### src/rtl/core/esd_pkg.sv
// ----------------------------------------------------------------------------
// Escape string decoder package
// Shared types, character constants and small decode functions for the
// escape string decoder.
// ----------------------------------------------------------------------------
package esd_pkg;

  // Width of the saturating byte counter.
  localparam int COUNT_BITS = 8;
  localparam logic [COUNT_BITS-1:0] COUNT_MAX = '1;

  // Decode modes.
  typedef enum logic [2:0] {
    MODE_GROUND = 3'd0,
    MODE_BSLASH = 3'd1,
    MODE_OCT    = 3'd2,
    MODE_HEX    = 3'd3,
    MODE_CARET  = 3'd4
  } esd_mode_t;

  // Result kinds.
  localparam logic [1:0] KIND_BYTE  = 2'd0;
  localparam logic [1:0] KIND_END   = 2'd1;
  localparam logic [1:0] KIND_ERROR = 2'd2;

  // Character constants.
  localparam logic [7:0] CH_NUL    = 8'h00;
  localparam logic [7:0] CH_COLON  = 8'h3A;
  localparam logic [7:0] CH_EQUALS = 8'h3D;
  localparam logic [7:0] CH_QUEST  = 8'h3F;
  localparam logic [7:0] CH_AT     = 8'h40;
  localparam logic [7:0] CH_BSLASH = 8'h5C;
  localparam logic [7:0] CH_CARET  = 8'h5E;
  localparam logic [7:0] CH_TILDE  = 8'h7E;
  localparam logic [7:0] CH_DEL    = 8'h7F;
  localparam logic [7:0] CH_ZERO   = 8'h30;
  localparam logic [7:0] CH_SEVEN  = 8'h37;
  localparam logic [7:0] CH_NINE   = 8'h39;
  localparam logic [7:0] CH_LOW_X  = 8'h78;
  localparam logic [7:0] CH_UP_X   = 8'h58;
  localparam logic [7:0] CTRL_MASK = 8'h1F;

  // One result word.
  typedef struct packed {
    logic [1:0] kind;
    logic [7:0] out_byte;
    logic [7:0] byte_count;
    logic [7:0] stop_char;
    logic       last;
  } esd_result_t;

  // Up to two results written into the output queue in one cycle.
  typedef struct packed {
    logic        push0;
    logic        push1;
    esd_result_t res0;
    esd_result_t res1;
  } esd_push_t;

  // True for 0-9, a-f and A-F.
  function automatic logic is_hex_digit(input logic [7:0] c);
    return (c >= CH_ZERO && c <= CH_NINE) ||
           (c >= 8'h61 && c <= 8'h66) ||
           (c >= 8'h41 && c <= 8'h46);
  endfunction

  // Value of a hex digit; letters have 1..6 in their low nibble.
  function automatic logic [3:0] hex_value(input logic [7:0] c);
    if (c >= CH_ZERO && c <= CH_NINE) begin
      return c[3:0];
    end
    return 4'(c[3:0] + 4'd9);
  endfunction

  // Byte for a backslash followed by a character that is not a number.
  function automatic logic [7:0] escape_byte(input logic [7:0] c);
    logic [7:0] b;
    case (c)
      8'h61:   b = 8'd7;   // a
      8'h62:   b = 8'd8;   // b
      8'h65:   b = 8'd27;  // e
      8'h66:   b = 8'd12;  // f
      8'h6E:   b = 8'd10;  // n
      8'h72:   b = 8'd13;  // r
      8'h74:   b = 8'd9;   // t
      8'h76:   b = 8'd11;  // v
      CH_QUEST: b = CH_DEL;
      8'h5F:   b = 8'd32;  // underscore
      default: b = c;
    endcase
    return b;
  endfunction

  // Saturating increment of the byte counter.
  function automatic logic [COUNT_BITS-1:0] count_inc(input logic [COUNT_BITS-1:0] v);
    return (v == COUNT_MAX) ? v : COUNT_BITS'(v + 1'b1);
  endfunction

  // Counter value reported on an end word, clamped to 255.
  function automatic logic [7:0] count_report(input logic [COUNT_BITS-1:0] v);
    logic [15:0] wide;
    wide = 16'(v);
    return (wide > 16'd255) ? 8'hFF : wide[7:0];
  endfunction

endpackage

### src/rtl/core/esd_if.sv
// ----------------------------------------------------------------------------
// Escape string decoder channels
// Valid/ready interfaces for the character input and the result output.
// ----------------------------------------------------------------------------
interface esd_in_if;
  logic       valid;
  logic       ready;
  logic [7:0] in_char;
  logic       equals_ends;

  modport source (output valid, output in_char, output equals_ends, input ready);
  modport sink   (input valid, input in_char, input equals_ends, output ready);
endinterface

interface esd_out_if;
  logic       valid;
  logic       ready;
  logic [1:0] kind;
  logic [7:0] out_byte;
  logic [7:0] byte_count;
  logic [7:0] stop_char;
  logic       last;

  modport source (output valid, output kind, output out_byte, output byte_count,
                  output stop_char, output last, input ready);
  modport sink   (input valid, input kind, input out_byte, input byte_count,
                  input stop_char, input last, output ready);
endinterface

### src/rtl/core/esd_decode.sv
// ----------------------------------------------------------------------------
// Escape string decoder step logic
// Holds the decode mode, run value and byte counter, and turns one accepted
// character into up to two result words.
// ----------------------------------------------------------------------------
module esd_decode (
  input  logic                           clk,
  input  logic                           rst,
  input  logic                           accept,
  input  logic [7:0]                     in_char,
  input  logic                           equals_ends,
  output esd_pkg::esd_push_t             push
);

  esd_pkg::esd_mode_t                mode;
  esd_pkg::esd_mode_t                mode_next;
  logic [7:0]                        accum;
  logic [7:0]                        accum_next;
  logic [esd_pkg::COUNT_BITS-1:0]    emitted;
  logic [esd_pkg::COUNT_BITS-1:0]    emitted_next;

  logic                              oct_digit;
  logic                              hex_digit;
  logic                              is_x;
  logic                              term;
  logic                              flush;
  logic                              gnd;
  logic                              caret_ok;
  logic [esd_pkg::COUNT_BITS-1:0]    em_base;
  logic [esd_pkg::COUNT_BITS-1:0]    em_inc;
  esd_pkg::esd_result_t              g_res;
  logic                              g_has;
  esd_pkg::esd_result_t              res0;
  esd_pkg::esd_result_t              res1;
  logic                              push0;
  logic                              push1;

  // Character classes.
  assign oct_digit = (in_char >= esd_pkg::CH_ZERO) && (in_char <= esd_pkg::CH_SEVEN);
  assign hex_digit = esd_pkg::is_hex_digit(in_char);
  assign is_x      = (in_char == esd_pkg::CH_LOW_X) || (in_char == esd_pkg::CH_UP_X);
  assign term      = (in_char == esd_pkg::CH_COLON) || (in_char == esd_pkg::CH_NUL) ||
                     ((in_char == esd_pkg::CH_EQUALS) && equals_ends);
  assign caret_ok  = (in_char >= esd_pkg::CH_AT) && (in_char <= esd_pkg::CH_TILDE);

  // A non-digit closes an octal or hex run; the character then goes to ground.
  assign flush = ((mode == esd_pkg::MODE_OCT) && !oct_digit) ||
                 ((mode == esd_pkg::MODE_HEX) && !hex_digit);
  assign gnd   = flush || !((mode == esd_pkg::MODE_BSLASH) || (mode == esd_pkg::MODE_OCT) ||
                            (mode == esd_pkg::MODE_HEX) || (mode == esd_pkg::MODE_CARET));

  // Counter as seen by the ground character, after any flushed byte.
  assign em_base = flush ? esd_pkg::count_inc(emitted) : emitted;
  assign em_inc  = esd_pkg::count_inc(em_base);

  // Result of a character handled in ground mode.
  always_comb begin
    g_res = '0;
    g_has = 1'b0;
    if (term) begin
      g_res.kind       = esd_pkg::KIND_END;
      g_res.byte_count = esd_pkg::count_report(em_base);
      g_res.stop_char  = in_char;
      g_has            = 1'b1;
    end else if ((in_char != esd_pkg::CH_BSLASH) && (in_char != esd_pkg::CH_CARET)) begin
      g_res.kind     = esd_pkg::KIND_BYTE;
      g_res.out_byte = in_char;
      g_has          = 1'b1;
    end
  end

  // Output words for the current character.
  always_comb begin
    res0  = '0;
    res1  = '0;
    push0 = 1'b0;
    push1 = 1'b0;
    if (flush) begin
      res0.kind     = esd_pkg::KIND_BYTE;
      res0.out_byte = accum;
      push0         = 1'b1;
      if (g_has) begin
        res1      = g_res;
        res1.last = 1'b1;
        push1     = 1'b1;
      end else begin
        res0.last = 1'b1;
      end
    end else if (gnd) begin
      res0      = g_res;
      res0.last = 1'b1;
      push0     = g_has;
    end else begin
      unique case (mode)
        esd_pkg::MODE_BSLASH: begin
          if (in_char == esd_pkg::CH_NUL) begin
            res0.kind = esd_pkg::KIND_ERROR;
            push0     = 1'b1;
          end else if (!oct_digit && !is_x) begin
            res0.kind     = esd_pkg::KIND_BYTE;
            res0.out_byte = esd_pkg::escape_byte(in_char);
            push0         = 1'b1;
          end
        end
        esd_pkg::MODE_CARET: begin
          push0 = 1'b1;
          if (caret_ok) begin
            res0.kind     = esd_pkg::KIND_BYTE;
            res0.out_byte = in_char & esd_pkg::CTRL_MASK;
          end else if (in_char == esd_pkg::CH_QUEST) begin
            res0.kind     = esd_pkg::KIND_BYTE;
            res0.out_byte = esd_pkg::CH_DEL;
          end else begin
            res0.kind = esd_pkg::KIND_ERROR;
          end
        end
        default: begin
          // Digits that extend a run give no word.
        end
      endcase
      res0.last = 1'b1;
    end
  end

  assign push.push0 = push0 && accept;
  assign push.push1 = push1 && accept;
  assign push.res0  = res0;
  assign push.res1  = res1;

  // Next mode, run value and counter.
  always_comb begin
    mode_next    = mode;
    accum_next   = accum;
    emitted_next = emitted;
    if (gnd) begin
      mode_next  = esd_pkg::MODE_GROUND;
      accum_next = '0;
      if (term) begin
        emitted_next = '0;
      end else if (in_char == esd_pkg::CH_BSLASH) begin
        mode_next    = esd_pkg::MODE_BSLASH;
        emitted_next = em_base;
      end else if (in_char == esd_pkg::CH_CARET) begin
        mode_next    = esd_pkg::MODE_CARET;
        emitted_next = em_base;
      end else begin
        emitted_next = em_inc;
      end
    end else begin
      unique case (mode)
        esd_pkg::MODE_BSLASH: begin
          mode_next = esd_pkg::MODE_GROUND;
          if (oct_digit) begin
            mode_next  = esd_pkg::MODE_OCT;
            accum_next = {5'd0, in_char[2:0]};
          end else if (is_x) begin
            mode_next  = esd_pkg::MODE_HEX;
            accum_next = '0;
          end else if (in_char == esd_pkg::CH_NUL) begin
            accum_next   = '0;
            emitted_next = '0;
          end else begin
            emitted_next = em_inc;
          end
        end
        esd_pkg::MODE_OCT: begin
          accum_next = {accum[4:0], in_char[2:0]};
        end
        esd_pkg::MODE_HEX: begin
          accum_next = {accum[3:0], esd_pkg::hex_value(in_char)};
        end
        esd_pkg::MODE_CARET: begin
          mode_next = esd_pkg::MODE_GROUND;
          if (caret_ok || (in_char == esd_pkg::CH_QUEST)) begin
            emitted_next = em_inc;
          end else begin
            accum_next   = '0;
            emitted_next = '0;
          end
        end
        default: begin
          mode_next = esd_pkg::MODE_GROUND;
        end
      endcase
    end
  end

  // State registers.
  always_ff @(posedge clk) begin
    if (rst) begin
      mode    <= esd_pkg::MODE_GROUND;
      accum   <= '0;
      emitted <= '0;
    end else if (accept) begin
      mode    <= mode_next;
      accum   <= accum_next;
      emitted <= emitted_next;
    end
  end

`ifndef ASSERT_OFF
  // An end or error word always returns the decoder to ground with a clear counter.
  a_finish_ground: assert property (@(posedge clk) disable iff (rst)
    (push.push0 && !push.push1 && (push.res0.kind != esd_pkg::KIND_BYTE)) |=>
      ((mode == esd_pkg::MODE_GROUND) && (emitted == '0)))
    else $error("decoder not in ground after end or error");

  // A second word only follows a flushed run byte.
  a_pair_flush: assert property (@(posedge clk) disable iff (rst)
    push.push1 |-> (push.push0 && (push.res0.kind == esd_pkg::KIND_BYTE) && !push.res0.last))
    else $error("second word without flushed byte");

  // Run value is zero whenever the decoder sits in ground.
  a_ground_accum: assert property (@(posedge clk) disable iff (rst)
    (mode == esd_pkg::MODE_GROUND) |-> (accum == '0))
    else $error("run value not cleared in ground");
`endif

endmodule

### src/rtl/core/esd_queue.sv
// ----------------------------------------------------------------------------
// Escape string decoder result queue
// Four-entry queue that takes up to two result words a cycle and hands one
// word a cycle to the output channel while that channel is ready.
// ----------------------------------------------------------------------------
module esd_queue (
  input  logic               clk,
  input  logic               rst,
  input  esd_pkg::esd_push_t push,
  output logic               space,
  esd_out_if.source          results
);

  localparam int DEPTH    = 4;
  localparam int PTR_BITS = $clog2(DEPTH);
  localparam int CNT_BITS = $clog2(DEPTH + 1);

  esd_pkg::esd_result_t  mem [DEPTH];
  logic [PTR_BITS-1:0]   wr_ptr;
  logic [PTR_BITS-1:0]   rd_ptr;
  logic [CNT_BITS-1:0]   count;
  logic [CNT_BITS-1:0]   count_next;
  logic                  pop;
  esd_pkg::esd_result_t  head;

  assign pop   = results.valid && results.ready;
  assign space = (count <= CNT_BITS'(DEPTH - 2));

  // Occupancy after this cycle's writes and read.
  assign count_next = count + CNT_BITS'(push.push0) + CNT_BITS'(push.push1) -
                      CNT_BITS'(pop);

  // Pointers and occupancy.
  always_ff @(posedge clk) begin
    if (rst) begin
      wr_ptr <= '0;
      rd_ptr <= '0;
      count  <= '0;
    end else begin
      wr_ptr <= wr_ptr + PTR_BITS'(push.push0) + PTR_BITS'(push.push1);
      rd_ptr <= rd_ptr + PTR_BITS'(pop);
      count  <= count_next;
    end
  end

  // Entry storage; the second word goes in the slot after the first.
  always_ff @(posedge clk) begin
    if (push.push0) begin
      mem[wr_ptr] <= push.res0;
    end
    if (push.push1) begin
      mem[PTR_BITS'(wr_ptr + 1'b1)] <= push.res1;
    end
  end

  // Head word drives the output channel.
  assign head               = mem[rd_ptr];
  assign results.valid      = (count != '0);
  assign results.kind       = head.kind;
  assign results.out_byte   = head.out_byte;
  assign results.byte_count = head.byte_count;
  assign results.stop_char  = head.stop_char;
  assign results.last       = head.last;

`ifndef ASSERT_OFF
  // Occupancy never exceeds the queue depth.
  a_no_overflow: assert property (@(posedge clk) disable iff (rst)
    count <= CNT_BITS'(DEPTH))
    else $error("result queue overflow");

  // Words are only written when two slots were free.
  a_push_space: assert property (@(posedge clk) disable iff (rst)
    push.push0 |-> space)
    else $error("result written without room");

  // Pointer distance agrees with occupancy.
  a_ptr_count: assert property (@(posedge clk) disable iff (rst)
    (count != CNT_BITS'(DEPTH)) |-> (PTR_BITS'(wr_ptr - rd_ptr) == count[PTR_BITS-1:0]))
    else $error("queue pointers and count disagree");
`endif

endmodule

### src/rtl/core/escape_string_decoder.sv
// ----------------------------------------------------------------------------
// Escape string decoder
// Decodes a character stream with backslash and caret escapes into bytes,
// end words and error words, one character per cycle.
// ----------------------------------------------------------------------------
// Result words are registered in the result queue before they reach the output.
// Throughput: one character per cycle while the queue has room; the four-entry
// result queue drains one word per cycle when the output is ready, and input
// stalls whenever fewer than two queue slots are free.
// Reset: synchronous rst returns the decoder to ground and empties the queue.
module escape_string_decoder (
  input  logic      clk,
  input  logic      rst,
  esd_in_if.sink    chars,
  esd_out_if.source results
);

  esd_pkg::esd_push_t push;
  logic               space;
  logic               accept;

  // Characters are taken whenever the queue can absorb two words.
  assign chars.ready = space;
  assign accept      = chars.valid && space;

  esd_decode u_decode (
    .clk         (clk),
    .rst         (rst),
    .accept      (accept),
    .in_char     (chars.in_char),
    .equals_ends (chars.equals_ends),
    .push        (push)
  );

  esd_queue u_queue (
    .clk     (clk),
    .rst     (rst),
    .push    (push),
    .space   (space),
    .results (results)
  );

endmodule

### src/flat_wrapper.sv
// flat-port wrapper written by rule: the top's interface ports become plain ports
module escape_string_decoder_flat 
  (clk, rst, chars_valid, chars_in_char, chars_equals_ends, chars_ready, results_valid, results_kind, results_out_byte, results_byte_count, results_stop_char, results_last, results_ready);
  esd_in_if chars_i ();
  esd_out_if results_i ();
  input  logic clk;
  input  logic rst;
  input wire logic [$bits(chars_i.valid)-1:0] chars_valid;
  input wire logic [$bits(chars_i.in_char)-1:0] chars_in_char;
  input wire logic [$bits(chars_i.equals_ends)-1:0] chars_equals_ends;
  output wire logic [$bits(chars_i.ready)-1:0] chars_ready;
  output wire logic [$bits(results_i.valid)-1:0] results_valid;
  output wire logic [$bits(results_i.kind)-1:0] results_kind;
  output wire logic [$bits(results_i.out_byte)-1:0] results_out_byte;
  output wire logic [$bits(results_i.byte_count)-1:0] results_byte_count;
  output wire logic [$bits(results_i.stop_char)-1:0] results_stop_char;
  output wire logic [$bits(results_i.last)-1:0] results_last;
  input wire logic [$bits(results_i.ready)-1:0] results_ready;
  assign chars_i.valid = chars_valid;
  assign chars_i.in_char = chars_in_char;
  assign chars_i.equals_ends = chars_equals_ends;
  assign chars_ready = chars_i.ready;
  assign results_valid = results_i.valid;
  assign results_kind = results_i.kind;
  assign results_out_byte = results_i.out_byte;
  assign results_byte_count = results_i.byte_count;
  assign results_stop_char = results_i.stop_char;
  assign results_last = results_i.last;
  assign results_i.ready = results_ready;
  escape_string_decoder u_core (.clk(clk), .rst(rst), .chars(chars_i), .results(results_i));
endmodule
### config.mk
export PLATFORM = sky130hd
export DESIGN_NAME = escape_string_decoder_flat
export DESIGN_NICKNAME = d
export VERILOG_FILES = /design/src/rtl/core/esd_pkg.sv /design/src/rtl/core/esd_if.sv /design/src/rtl/core/esd_decode.sv /design/src/rtl/core/esd_queue.sv /design/src/rtl/core/escape_string_decoder.sv /design/src/flat_wrapper.sv
export SDC_FILE = /design/constraint.sdc
export NUM_CORES = 1
export LEC_CHECK = 0
export ABC_CLOCK_PERIOD_IN_PS = 10600
export BUFFER_PORTS_ARGS = -buffer_cell sky130_fd_sc_hd__buf_2
export CORE_UTILIZATION = 50
export DETAILED_ROUTE_END_ITERATION = 12
export PLACE_DENSITY_LB_ADDON = 0.05
export REMOVE_ABC_BUFFERS = 1
export SYNTH_ARGS = -nofsm -noshare
export SYNTH_HDL_FRONTEND = slang
export SYNTH_HIERARCHICAL = 1
export SYNTH_SLANG_ARGS = --single-unit
### constraint.sdc
create_clock -name clk -period 10.6 [get_ports clk]
set_input_delay 3.18 -clock clk [delete_from_list [all_inputs] [get_ports clk]]
set_output_delay 3.18 -clock clk [all_outputs]
set_load 0.01 [all_outputs]
# After elaboration in Yosys (flattened, before gate mapping)
# Memory sizes are Yosys's and may differ from the RTL's. A register that Yosys moved wholly into a read port is not among the register bits.
# Cells that the tools add are included.
# word_totals
memories	1
input_bits	13
reg_bits	26
out_inout_bits	29
ramBits	108
# memory_table
memory	depth	width	rd	rd_ports_with_merged_regs	write_ports	line	source
u_core.u_queue.mem	4	27	1	1	2	esd_queue.sv:18	esd_pkg::esd_result_t mem [DEPTH];
# op_classes
n_lt_le_gt_ge	10
add_sub_neg	10
reduce_logical	37
mux	64
eq_ne	29
# op_table
cell	n
$mux W8	20
$eq A8 B7 Y1 const B	13
$pmux W8 S10	1
$mux W27	2
$mux W16	3
$pmux W8 S4	1
$mux W10	3
$eq A8 B6 Y1 const B	3
$ge A8 B7 Y1 const B	3
$le A8 B7 Y1 const B	3
$pmux W10 S2	1
$mux W1	17
$add A8 B1 Y8 const B	2
$eq A8 B8 Y1 const B	2
$le A8 B6 Y1 const B	2
$ne A8 B7 Y1 const B	2
$pmux W8 S2	1
$logic_and A1 B1 Y1	14
$mux W2	6
$mux W3	4
$logic_or A1 B1 Y1	11
$ne A3 B3 Y1 const B	3
$ge A8 B6 Y1 const B	1
$logic_not A8 Y1	1
other kinds (21)	31

# Longest topological paths before layout
# depth
depth_word	15
mapped_depth	18
ltp_nobuf	15

# Modules after synthesis
# Netlist, hierarchy kept.
# modules_own_cells
mod	cells_each	seq_area_each_um2	area_each_um2	n_inst
esd_queue	304	3383.2	5834.3	1
esd_decode	384	380.4	2602.5	1
escape_string_decoder	1	0.0	6.3	1

# Worst setup path after synthesis
# Ideal clock, no wire load.
# synth_path
path_type	in2reg
start	input port chars_in_char[0]
end	memory u_core/u_queue/mem[0][0] (netlist bit), enable pin
slack_ns	2.790
path_buffers	2
arrival_ns	7.357
cell_stages	12
cell_sequence	inv_1 -> ha_1 -> nand2b_4 -> o31a_1 -> a2111o_1 -> buf_6 -> nand2_1 -> clkbuf_1 -> nor3_1 -> nor2_1 -> inv_1 -> o31ai_1
# synth_rtl
item	line	source
start: declaration	flat_wrapper.sv:9	input wire logic [$bits(chars_i.in_char)-1:0] chars_in_char;
end: declaration	esd_queue.sv:18	

==> flow_metrics.env <==
export IMPL_finalSetupViolations=0
export IMPL_yosysMostFrequentCell="edfxtp_1"
export IMPL_synth_area_per_cell_um2=12.3
export IMPL_synth_area_leader_cell="edfxtp_1"
export IMPL_synth_distinct_cells=81
export IMPL_worst_slew_pin_slew_ns=1.07
export IMPL_yosysTopAreaCellShare_pct=38.4
export IMPL_min_period_over_period_pct=70.9
export IMPL_initial_utilization_pct=51.1
export IMPL_place_gp_congestion=0.898
export IMPL_power_switching_uw=661
export IMPL_finalHoldViolations=0
export IMPL_period_needed_ns=7.51
export IMPL_htree_levels=4
export IMPL_track_usage_pct=24.9
export IMPL_critical_path_class="in2reg"
export IMPL_hp_class="reg2reg"
export IMPL_max_stage_delay_ns=0.63
export IMPL_rsz0062_at_grt="false"
export IMPL_diodes=0
export IMPL_p_comb_share_pct=33.0
export IMPL_max_cap_violations=0
export IMPL_postCtsSetupRepairBufs=0
export IMPL_cts_buffers=17
export IMPL_path_cells="buf_2 > inv_1 > ha_1 > nand2b_4 > o31a_1 > a2111oi_0 > nor2_1 > nor2_1 > inv_1 > nor2_1 > nor3b_4 > buf_4 > mux2_2"
export IMPL_maxSlewViolCount=0
export IMPL_syn_inst=689
export IMPL_critPathTopFamily="simple AND/OR/NAND/NOR gates"
export IMPL_worstSetupStartpointType="primary input"
export IMPL_cp_max_fo=18
export IMPL_io_buffer_count=41
export IMPL_cpMostUsedCell="nor2_1"
export IMPL_clock_sinks=134
export IMPL_design_core_area_um2=16500
export IMPL_status="complete, no violations"
export IMPL_clkPwrFrac_pct=28.2
export IMPL_final_cells=944
export IMPL_die_h_um=132
export IMPL_sw_frac_of_total_pct=33.6
export IMPL_p_leak_uw=0.00349
export IMPL_cp_slowest_cell="nor3b_4"
export IMPL_synthFlopType="edfxtp_1"
export IMPL_p_int_uw=1310
export IMPL_cp_required_ns=10.76
export IMPL_end_kind="flip-flop"
export IMPL_relSlewSlack_pct=28.4
export IMPL_setup_tns_ns=0
export IMPL_dp_cells=912
export IMPL_postCtsHoldBufs=0
export IMPL_dp_hpwl_um=14200
export IMPL_areaGrowthSynthToFinish_pct=9.22
export IMPL_wl_per_cell_um=22.1
export IMPL_final_nets=736
export IMPL_synth_warnings=6
export IMPL_clk_latency_ns=0.42
export IMPL_grt_max_degree=29
export IMPL_grt_pass1_vias=5708
export IMPL_yosys_top_cells_count="edfxtp_1 (108), mux2_2 (64), nor2_1 (56)"
export IMPL_synth_edf_count=108
export IMPL_ys_seq_area_share_pct=44.6
export IMPL_drt_total_wl_um=20900
export IMPL_num_io_pins=42
export IMPL_max_freq_mhz=133
export IMPL_cts_resized_gates=0
export IMPL_num_rows=47
export IMPL_fp_dieW_um=132
export IMPL_irDropWorstVdd_mv=0.122
export IMPL_drive_above_1_share_pct=30.9
export IMPL_clk_pin_slew_ns=0.06
export IMPL_cp_buffers_inverters=4
export IMPL_overflow=0
export IMPL_grt_pass1_wl_um=32700
export IMPL_clk_path_buf_depth=2
export IMPL_drcViolationCount=0
export IMPL_ant_nets=0
export IMPL_async_flop_share_pct=0
export IMPL_routed_via_count=5783
export IMPL_powerDensity_nw_per_um2=213
export IMPL_netlist_area_um2=8440
export IMPL_synth_seq_cells=134
export IMPL_antenna_found_initial=0
export IMPL_arrival_ns=7.68
export IMPL_viasPerCell=6.13
export IMPL_ys_top_cells_by_area="edfxtp_1 (38%), mux2_2 (8.5%), mux4_2 (7.2%)"
export IMPL_p_seq_share_pct=38.8
export IMPL_drt_iter0_markers=381
export IMPL_clock_root_buffer="clkbuf_16"
export IMPL_finalClockSkew_ns=0.00984
export IMPL_dieArea_um2=17400
export IMPL_firstDrtPassIters=5
export IMPL_cts_tree="built"
-- cells in the final DEF (no fill, tap or decap), drive strengths merged, types with 18 or more instances in the layout --
master,count
mux2,112
edfxtp,108
nor2,56
buf,50
nand2,35
mux4,27
dfxtp,26
inv,26
nand3,25
a21oi,24
o21ai,19
clkbuf,18
-- state kept, by name (all words and copies together), names as in the netlist --
name,count
u_core/u_decode/accum,8
u_core/u_decode/emitted,8
u_core/u_decode/mode,3
u_core/u_queue/count,3
u_core/u_queue/mem,108
u_core/u_queue/rd_ptr,2
u_core/u_queue/wr_ptr,2
-- layer usage --
| layer | wire length, µm | vias to the layer above | GRT usage [%] |
|---|---|---|---|
| li1 | - | 2688 | - |
| met1 | 9370 | 2889 | 33.5 |
| met2 | 10300 | 174 | 40.9 |
| met3 | 815 | 32 | 3.77 |
| met4 | 421 | 0 | 8.85 |
| met5 | 0 | - | 0 |
-- area by class of cell --
cell class                 count  area, µm²
clock buffer                  18        429
clock inverter                14        126
fill                        1438       7300
inverter                      22       82.6
multi-input combinational    486       4270
sequential                   134       3760
tap                          220        275
timing repair buffer          50        273
-- final timing paths --
| check | depth (start not counted) | startpoint | endpoint | slack (ns) |
|---|---|---|---|---|
| worst max-delay path | 13 | chars_in_char[0] | u_core/u_queue/mem[1][22]$_DFFE_PP_ | 3.09 |
| worst min-delay path | 2 | u_core/u_decode/accum[6]$_SDFFE_PP0P_ | u_core/u_decode/accum[6]$_SDFFE_PP0P_ | 0.51 |
| worst max register to register | 10 | u_core/u_decode/mode[1]$_SDFFE_PP0P_ | u_core/u_queue/mem[1][22]$_DFFE_PP_ | 5.78 |
| worst min register to register | 2 | u_core/u_decode/accum[6]$_SDFFE_PP0P_ | u_core/u_decode/accum[6]$_SDFFE_PP0P_ | 0.51 |
-- tightest hold or removal path, cell delays in order, from the launching register on --
cell     delay [ns]
dfxtp_1        0.34
a21oi_1        0.07
nor2_1         0.07
-- per-stage QoR --
| stage | total power [µW] | cell area, µm² | hold WS, ns | setup WS [ns] | util, % |
|---|---|---|---|---|---|
| 3_5_place_dp | 1420 | 8670 | 0.494 | 2.75 | 52.4 |
| 2_1_floorplan | 1200 | 8090 | 0.457 | 2.21 | - |
| 6_report | 1970 | 9220 | 0.513 | 3.09 | 55.8 |
| 5_1_grt | 2060 | 9220 | 0.524 | 2.82 | 55.8 |
| 3_3_place_gp | 1420 | 8670 | 0.482 | 2.94 | 52.4 |
| 4_1_cts | 1980 | 9220 | 0.508 | 3.19 | 55.8 |
-- power groups by stage --
stage | Sequential [µW] | Combinational, µW | Clock (µW)
after floorplan | 757 | 444 | 0
after global placement | 776 | 642 | 0
after detailed placement | 778 | 646 | 0
after CTS | 767 | 649 | 566
after global routing | 778 | 698 | 588
final | 764 | 649 | 556
-- logic make-up (layout without fill, tap and decap cells) --
logic type | count (synthesis) | count (layout) | share of synthesized area [%]
other | 1 | 5 | 0.0444
flip-flops | 134 | 134 | 44.6
multiplexers | 148 | 148 | 24.9
adder cells (fa/ha/maj) | 12 | 12 | 2.05
AO/OA/AOI/OAI | 108 | 108 | 9.47
AND/OR/NAND/NOR | 203 | 203 | 12.5
XOR/XNOR | 10 | 10 | 1.04
buffers and inverters | 73 | 104 | 5.36
No activity file was read; power rests on OpenSTA's default activity.
